===== config.mk =====
export PLATFORM = sky130hd
export DESIGN_NAME = rat_front
export DESIGN_NICKNAME = d
export VERILOG_FILES = /design/src/sv/rat_pkg.sv /design/src/sv/rat_front.sv
export SDC_FILE = /design/constraint.sdc
export NUM_CORES = 1
export LEC_CHECK = 0
export BUFFER_PORTS_ARGS = -buffer_cell sky130_fd_sc_hd__buf_2
export CORE_MARGIN = 2
export CORE_UTILIZATION = 55
export DETAILED_ROUTE_END_ITERATION = 8
export PLACE_DENSITY = 0.91
export SLEW_MARGIN = 30
export SYNTH_ARGS = -nofsm -noshare
export SYNTH_HDL_FRONTEND = slang
export SYNTH_SLANG_ARGS = --single-unit
export TNS_END_PERCENT = 20

===== constraint.sdc =====
create_clock -name i_clk -period 25.4 [get_ports i_clk]
set_input_delay 3.81 -clock i_clk [delete_from_list [all_inputs] [get_ports i_clk]]
set_output_delay 3.81 -clock i_clk [all_outputs]
set_load 0.05 [all_outputs]

===== src/sv/rat_pkg.sv =====
// Shared types and constants of the range address translation table.
// Used by rat_front, rat_engine and range_address_translation_table.
`timescale 1ns / 1ps

package rat_pkg;

    localparam int VA_W   = 64;
    localparam int LEN_W  = 48;
    localparam int PA_W   = 64;
    localparam int SLOT_W = 6;
    localparam int HIT_W  = 32;
    localparam int IN_W   = 176;
    localparam int OUT_W  = 104;

    localparam logic [HIT_W-1:0] HITS_MAX = {HIT_W{1'b1}};

    typedef enum logic [1:0] {
        REQ_ALLOC  = 2'd0,
        REQ_BIND   = 2'd1,
        REQ_REMOVE = 2'd2,
        REQ_TRANS  = 2'd3
    } t_req;

    typedef enum logic [1:0] {
        STS_OK      = 2'd0,
        STS_FULL    = 2'd1,
        STS_MISS    = 2'd2,
        STS_UNBOUND = 2'd3
    } t_status;

    typedef enum logic [1:0] {
        MODE_FREE  = 2'd0,
        MODE_ALLOC = 2'd1,
        MODE_TRANS = 2'd2
    } t_mode;

    typedef enum logic [2:0] {
        FS_IDLE,
        FS_READ,
        FS_EVAL,
        FS_PREAD,
        FS_PEVAL
    } t_fsm;

    typedef struct packed {
        t_req              req;
        logic [VA_W-1:0]   addr;
        logic [LEN_W-1:0]  len;
        logic [PA_W-1:0]   pbase;
    } t_cmd;

    typedef struct packed {
        t_mode             mode;
        logic [VA_W-1:0]   vbase;
        logic [LEN_W-1:0]  len;
        logic [PA_W-1:0]   pbase;
        logic [HIT_W-1:0]  hits;
    } t_entry;

    typedef struct packed {
        t_status           status;
        logic [PA_W-1:0]   paddr;
        logic [SLOT_W-1:0] slot;
        logic [HIT_W-1:0]  hits;
    } t_result;

endpackage


===== src/sv/rat_front.sv =====
// Front end: accepts request transactions, decodes them into commands
// and holds them in a two-entry queue. Depends on rat_pkg.
`timescale 1ns / 1ps

module rat_front import rat_pkg::*; (
    input  logic            i_clk,
    input  logic            i_rst_n,
    input  logic            i_in_valid,
    output logic            o_in_ready,
    input  logic [1:0]      i_in_kind,
    input  logic [IN_W-1:0] i_in_data,
    output logic            o_cmd_valid,
    output t_cmd            o_cmd,
    input  logic            i_cmd_pop
);

    t_cmd       r_buf [2];
    logic       r_wr_ptr;
    logic       r_rd_ptr;
    logic [1:0] r_count;
    t_cmd       w_cmd;
    logic       w_push;
    logic       w_pop;

    assign w_cmd.req   = t_req'(i_in_kind);
    assign w_cmd.addr  = i_in_data[63:0];
    assign w_cmd.len   = i_in_data[111:64];
    assign w_cmd.pbase = i_in_data[175:112];

    assign o_in_ready  = (r_count != 2'd2);
    assign o_cmd_valid = (r_count != 2'd0);
    assign o_cmd       = r_buf[r_rd_ptr];
    assign w_push      = i_in_valid && o_in_ready;
    assign w_pop       = i_cmd_pop && o_cmd_valid;

    always_ff @(posedge i_clk) begin
        if (w_push) begin
            r_buf[r_wr_ptr] <= w_cmd;
        end
    end

    always_ff @(posedge i_clk) begin
        if (!i_rst_n) begin
            r_wr_ptr <= 1'b0;
            r_rd_ptr <= 1'b0;
            r_count  <= 2'd0;
        end else begin
            if (w_push) begin
                r_wr_ptr <= ~r_wr_ptr;
            end
            if (w_pop) begin
                r_rd_ptr <= ~r_rd_ptr;
            end
            r_count <= r_count + {1'b0, w_push} - {1'b0, w_pop};
        end
    end

endmodule


# --- After elaboration in Yosys (flattened, before gate mapping) ---
# Memory sizes are Yosys's and may differ from the RTL's. A register that Yosys moved wholly into a read port is not among the register bits.
# Index checks and enable logic that the tools add are counted.
totals:
  mem_count: 1
  ff_bits: 4
  word_cells: 16
  inputBits: 182
  out_inout_bits: 180
  romBits: 0
  mem_bits_rw: 356
  latch_bits: 0
op_classes:
  muxes: 4
  n_reduce_logical: 3
  mul: 0
  bitwise: 2
  n_shift: 0
  magnitude_cmp: 0
  n_div: 0
  add_sub_neg: 2
  eq_ne: 1
mem_list:
  columns: ["memory", "words", "width", "rd", "rd_clocked_by_memory_dff", "wr", "line_no", "source"]
  rows:
  - ["r_buf", 2, 178, 1, 1, 1, "rat_front.sv:17", "t_cmd r_buf [2];"]
ops:
  columns: ["op", "count"]
  rows:
  - ["2-to-1 mux 1 bit", 4]
  - ["adder 2 x 1 -> 2 bit", 1]
  - ["logical AND 1 bit", 2]
  - ["!= test 2 bit, second input constant", 1]
  - ["inverter 1 bit", 2]
  - ["nonzero test 2 bit", 1]
  - ["subtractor 2 x 1 -> 2 bit", 1]

# --- Depth between registers and ports, before layout ---
# Gate-level depths: netlist of the first run.
logic_depth:
  word_depth: 4
  ltp_mapped: 8
  ltp_nobuf: 8

# --- Worst setup path after synthesis of the first run ---
# OpenSTA, ideal clock, no wires.
synth_timing:
  kind: "input -> register"
  from: "input i_in_valid"
  to: "memory r_buf[0][0] in the netlist's numbering (enable)"
  setup_slack_ns: 13.368
  setup_time_ns: 0.720
  cell_stages: 2
  n_path_buf: 0
  t_arrival_ns: 11.313
  t_required_ns: 24.680
  cell_sequence: "nand2_1 > nor2_1"
synth_between:
  elab_chain_cells: 3
synth_lines:
  columns: ["element", "line_no", "source"]
  rows:
  - ["start: declaration", "rat_front.sv:8", "input logic i_in_valid,"]
  - ["logical AND 1 bit", "rat_front.sv:33", "assign w_push = i_in_valid && o_in_ready;"]
  - ["2-to-1 mux 1 bit", "rat_front.sv:37", "if (w_push) begin"]
  - ["2-to-1 mux 1 bit (not written as such)", "rat_front.sv:38", "r_buf[r_wr_ptr] <= w_cmd;"]
  - ["end: declaration", "rat_front.sv:17", null]
# Every way passes these cells.

==> out/results.tsv, run 1 <==
metric	value	unit
finalMaxSlewViolations	0	
syn_inst	578	
hp-start	r_wr_ptr	
row_count	57	
grt_max_degree	84	
yosys_warnings	0	
layout_common_cells	buf_2, edfxtp_1, mux2_4	
vias	6852	
wire_per_inst	20.77	µm
gp_congestion	0.7881	
first_iter_violations	385	
fin_skew	0.01719	ns
start_kind	flip-flop	
multi_input_area	0.002526	mm²
cts-htree-levels	2	
cts_setup_buffers	0	
grt_first_pass_wirelength	40430	µm
fillers	1501	
period_minus_slack	6.784	ns
synth_seq_area_share	0.7992	
cts_sinks	361	
regArea	0.01079	mm²
peakVddDrop	0.07601	mV
io_buffers	361	
setup_viol	0	
fin_nets	1147	
fin_tns_setup	0	ns
cp_top_family	buffers and inverters	
pin_count	362	
status	finished, final reports clean	
cts-root-buf	clkbuf_16	
rsz0062_at_grt	false	
grt_pass1_vias	7291	
tightest_slew	0.9666	ns
post-route-period-util	0.2671	
clkLatencyLatePin	0.50	ns
drt-pass1-iter-count	5	
area_delta_synth_final	23.82	%
die_h	160.7	µm
syn_nets	762	
cellPowerDensity	115.7	mW/mm²
cpPeakStageDelay	0.90	ns
cp.arrival	2.97	ns
relSlewSlack	0.3556	
path_cells	buf_4 > mux2_4 > buf_2	
finalHoldViolCount	0	
cts.repair.resized	0	
core_area	0.02418	mm²
syn_area	0.01350	mm²
slowest_stage	dfxtp_4	
cp-end-kind	primary output	
hpwl	18130	µm
crit_required	21.59	ns
antenna_left	0	
crit_fanout	53	
cts_tree	built	
ys_types	18	
drcViolationCount	0	
track_usage	0.2065	
wl	27350	µm
drive_gt1_frac	0.6043	
fmax	147.4	MHz
r2r-start	r_count[0]	
die_x	160.7	µm
initial_utilization	0.5585	
cp_num_buf_inv	2	
cts_hold_buf	0	
syn_area_per_cell	23.36	µm²
ys_seq_elements	361	
antenna_found_initial	7	
total_power	0.001935	W
via_per_inst	5.203	
maxCapViolCount	0	
cts_buffer_depth	3	
critPathKind	reg -> out	
hp-class	reg -> reg	
fp.dieArea	0.02582	mm²
numCtsBuffers	35	
clk_pin_slew	0.06	ns
grt_overflow	0	
power.leakage	6.431	nW
layout_commonest_cell	buf_2	
## cell families after synthesis
kind of cell             synth area share
AO/OA/AOI/OAI                   0.0005562
XOR/XNOR                         0.001946
adder cells (fa/ha/maj)          0.001853
buffers and inverters             0.01464
flip-flops                         0.7992
multiplexers                       0.1773
AND/OR/NAND/NOR                  0.004541
## worst register-to-register path, delay by kind of cell, from the launching register on
kind	cells	cell delay (ns)
simple gates	3	1.03
buf+inv	1	0.84
flops	1	0.37
## per-stage QoR
stage	area [µm²]	cells	setup slack (ns)	util	hold slack, ns
global placement	15580	1249	19.04	0.6445	0.5038
finish	16720	1317	18.62	0.6915	0.5362
global route	16720	1317	18.52	0.6915	0.5724
floorplan	13500	578	13.37	-	0.4549
CTS	16700	1312	18.61	0.6908	0.5343
detailed placement	15610	1250	19.14	0.6458	0.5219
## sequential cells by signal (all words and copies together) (netlist names), named ones only
signal / flops
r_rd_ptr: 1
r_count: 2
r_wr_ptr: 1
r_buf: 356
## report_power, final
group          total, W  switching [W]  internal, W  leakage, nW
Sequential     0.000784      0.0000340     0.000750         3.37
Combinational  0.000661       0.000463     0.000198         2.53
Clock          0.000490       0.000203     0.000287        0.532
## per-layer routing
layer  GRT usage  routed length (µm)  vias to the layer above
met3     0.05449                2145                       60
met5           0                  37                        -
met1      0.2373                9820                     3399
li1            -                   -                     3079
met2      0.3726               14610                      308
met4     0.07576                 734                        6
## final cells by class
type / count / area share
inverters: 1 / 0.0002245
multi-input cells: 196 / 0.1511
flip-flops and latches: 361 / 0.6457
diodes: 5 / 0.0007484
repair buffers: 368 / 0.1129
clock inverters: 16 / 0.007709
well taps: 324 / 0.02425
clock buffers: 46 / 0.05741
## synthesized netlist by cell type
library cell  count  area, µm²
mux2i_1           1      10.01
and3_1            1      6.260
mux2_4          101       1516
buf_2             5      25.02
inv_1             1      3.750
o21a_1            1      7.510
ha_1              2      25.02
xnor2_1           3      26.28
nand2_1           2      7.510
nand2b_1          2      12.51
edfxtp_1        356      10690
and2_1            2      12.51
nor2_1            1      3.750
nor2b_1           2      12.51
mux2_2           77      867.1
or2_2             1      6.260
buf_6            15      168.9
dfxtp_1           5      100.1
## path summary, 6_finish.rpt
path / endpoint / slack, ns / depth (start not counted)
setup / recovery: o_cmd[84] / 18.62 / 3
hold / removal: r_wr_ptr / 0.54 / 2
setup reg to reg: r_buf[0][90] / 22.72 / 4
hold reg to reg: r_wr_ptr / 0.54 / 2
(Power assumes the default switching activity.)
==> inputs of run 2 (changes only) <==
--- a/config.mk
+++ b/config.mk
@@ -7,9 +7,9 @@
 export LEC_CHECK = 0
 export BUFFER_PORTS_ARGS = -buffer_cell sky130_fd_sc_hd__buf_2
 export CORE_MARGIN = 2
-export CORE_UTILIZATION = 55
+export CORE_UTILIZATION = 52
 export DETAILED_ROUTE_END_ITERATION = 8
-export PLACE_DENSITY = 0.91
+export PLACE_DENSITY = 0.87
 export SLEW_MARGIN = 30
 export SYNTH_ARGS = -nofsm -noshare
 export SYNTH_HDL_FRONTEND = slang
==> constraint.sdc (replaced) <==
create_clock -name i_clk -period 6.6 [get_ports i_clk]
set_input_delay 0.99 -clock i_clk [delete_from_list [all_inputs] [get_ports i_clk]]
set_output_delay 0.99 -clock i_clk [all_outputs]
set_load 0.05 [all_outputs]
==> out/results.tsv, run 2 (same netlist as run 1, synthesis figures left out) <==
metric	value	unit	change
status	finished, final reports clean		unchanged
cts.repair.resized	0		unchanged
row_count	58		was 57
top_register	r_buf		unchanged
largest_register_ffs	356		unchanged
drt-pass1-iter-count	5		unchanged
fillers	1648		was 1501
initial_utilization	0.5331		was 0.5585
cellPowerDensity	448.2	mW/mm²	was 115.7 mW/mm²
cp_num_buf_inv	2		unchanged
rsz0062_at_grt	false		unchanged
clk_pin_slew	0.06	ns	about the same
grt_overflow	0		unchanged
wire_per_inst	20.32	µm	was 20.77 µm
whs	0.5407	ns	was 0.5362 ns
via_per_inst	5.121		was 5.203
power.leakage	6.456	nW	was 6.431 nW
fmax	286.9	MHz	
fin_tns_setup	0	ns	unchanged
path_cells	buf_6 > mux2_2 > buf_2		was buf_4 > mux2_4 > buf_2
hpwl	17990	µm	was 18130 µm
tightest_slew	0.8965	ns	was 0.9666 ns
gp_congestion	0.8021		was 0.7881
cp_top_family	buffers and inverters		unchanged
peakVddDrop	0.3619	mV	was 0.07601 mV
setup_viol	0		unchanged
grt_max_degree	97		was 84
cts_setup_buffers	0		unchanged
cts_tree	built		unchanged
largestRegisters	r_buf (356), r_count (2)		unchanged
die_h	165.1	µm	was 160.7 µm
crit_fanout	66		was 53
wl	26870	µm	was 27350 µm
antenna_left	0		unchanged
post-route-period-util	0.5282		
fin_skew	0.01490	ns	was 0.01719 ns
drive_gt1_frac	0.6053		was 0.6043
grt_busiest_layer	met2		unchanged
track_usage	0.1854		was 0.2065
clkLatencyLatePin	0.50	ns	about the same
utilization	0.6623		was 0.6915
cp-end-kind	primary output		unchanged
layout_common_cells	buf_2, edfxtp_1, mux2_4		unchanged
layout_commonest_cell	buf_2		unchanged
relSlewSlack	0.4023		was 0.3556
slowest_stage	dfxtp_4		unchanged
die_x	165.1	µm	was 160.7 µm
met3_usage	0.06319		was 0.05449
io_buffers	361		unchanged
hp-class	reg -> reg		unchanged
numCtsBuffers	36		was 35
grt_pass1_vias	6923		was 7291
grt_first_pass_wirelength	37840	µm	was 40430 µm
antenna_found_initial	4		was 7
finalMaxSlewViolations	0		unchanged
finalHoldViolCount	0		unchanged
cp.arrival	2.50	ns	was 2.97 ns
cpPeakStageDelay	0.67	ns	was 0.90 ns
fin_nets	1147		unchanged
cts-root-buf	clkbuf_16		unchanged
area_delta_synth_final	24.23	%	was 23.82%
fp.dieArea	0.02727	mm²	was 0.02582 mm²
first_iter_violations	477		was 385
cts-htree-levels	2		unchanged
crit_required	5.61	ns	was 21.59 ns
cts_buffer_depth	3		unchanged
drcViolationCount	0		unchanged
maxCapViolCount	0		unchanged
core_area	0.02533	mm²	was 0.02418 mm²
cts_sinks	361		unchanged
vias	6770		was 6852
grt.met1_usage	0.2135		was 0.2373
critPathKind	reg -> out		unchanged
cts_hold_buf	0		unchanged
use_met2	0.3235		was 0.3726
pin_count	362		unchanged
period_minus_slack	3.486	ns	
start_kind	flip-flop		unchanged
## run 2: stage by stage
step	setup slack, ns	std cells	cell area [µm²]	power, W
floorplan	0.4027	578	13500	0.005146
global placement	3.397	1255	15610	0.005558
detailed placement	3.560	1255	15620	0.005606
CTS	3.066	1318	16760	0.007582
global route	2.982	1321	16770	0.007792
finish	3.114	1322	16770	0.007518
## run 2: worst paths after layout
check,slack [ns],depth (start not counted),endpoint,startpoint
hold / removal,0.54,2,flip-flop,r_rd_ptr
setup / recovery,3.11,3,o_cmd[38],flip-flop
hold reg to reg,0.54,2,flip-flop,r_rd_ptr
setup reg to reg,4.12,4,r_buf[0][60],r_count[0]
## run 2: layer usage
metal | vias to the layer above | wire length [µm]
met5 | - | 0
met4 | 0 | 839
met3 | 61 | 2691
met2 | 329 | 13520
met1 | 3302 | 9815
li1 | 3078 | -
## run 2: layout make-up
cell class,count,area (µm²),share of cell area
Sequential cell,361,10790,0.6435
Multi-Input combinational cell,196,2526,0.1506
Timing Repair Buffer,367,1881,0.1121
Clock buffer,47,963.4,0.05744
Tap cell,330,412.9,0.02462
Clock inverter,16,182.7,0.01089
Antenna cell,4,10.01,0.0005967
Inverter,1,3.754,0.0002238
## run 2: tightest hold or removal path: cells and delay by family (launching register included)
family | cells | cell delay, ns
flip-flops | 1 | 0.33
AND/OR/NAND/NOR | 1 | 0.10
XOR/XNOR | 1 | 0.09
## run 2: report_power, final
part | total [W] | switching [W] | internal, W | leakage (nW)
clock network | 0.00197 | 0.000785 | 0.00119 | 0.563
logic | 0.00256 | 0.00180 | 0.000758 | 2.52
registers | 0.00299 | 0.000106 | 0.00288 | 3.37
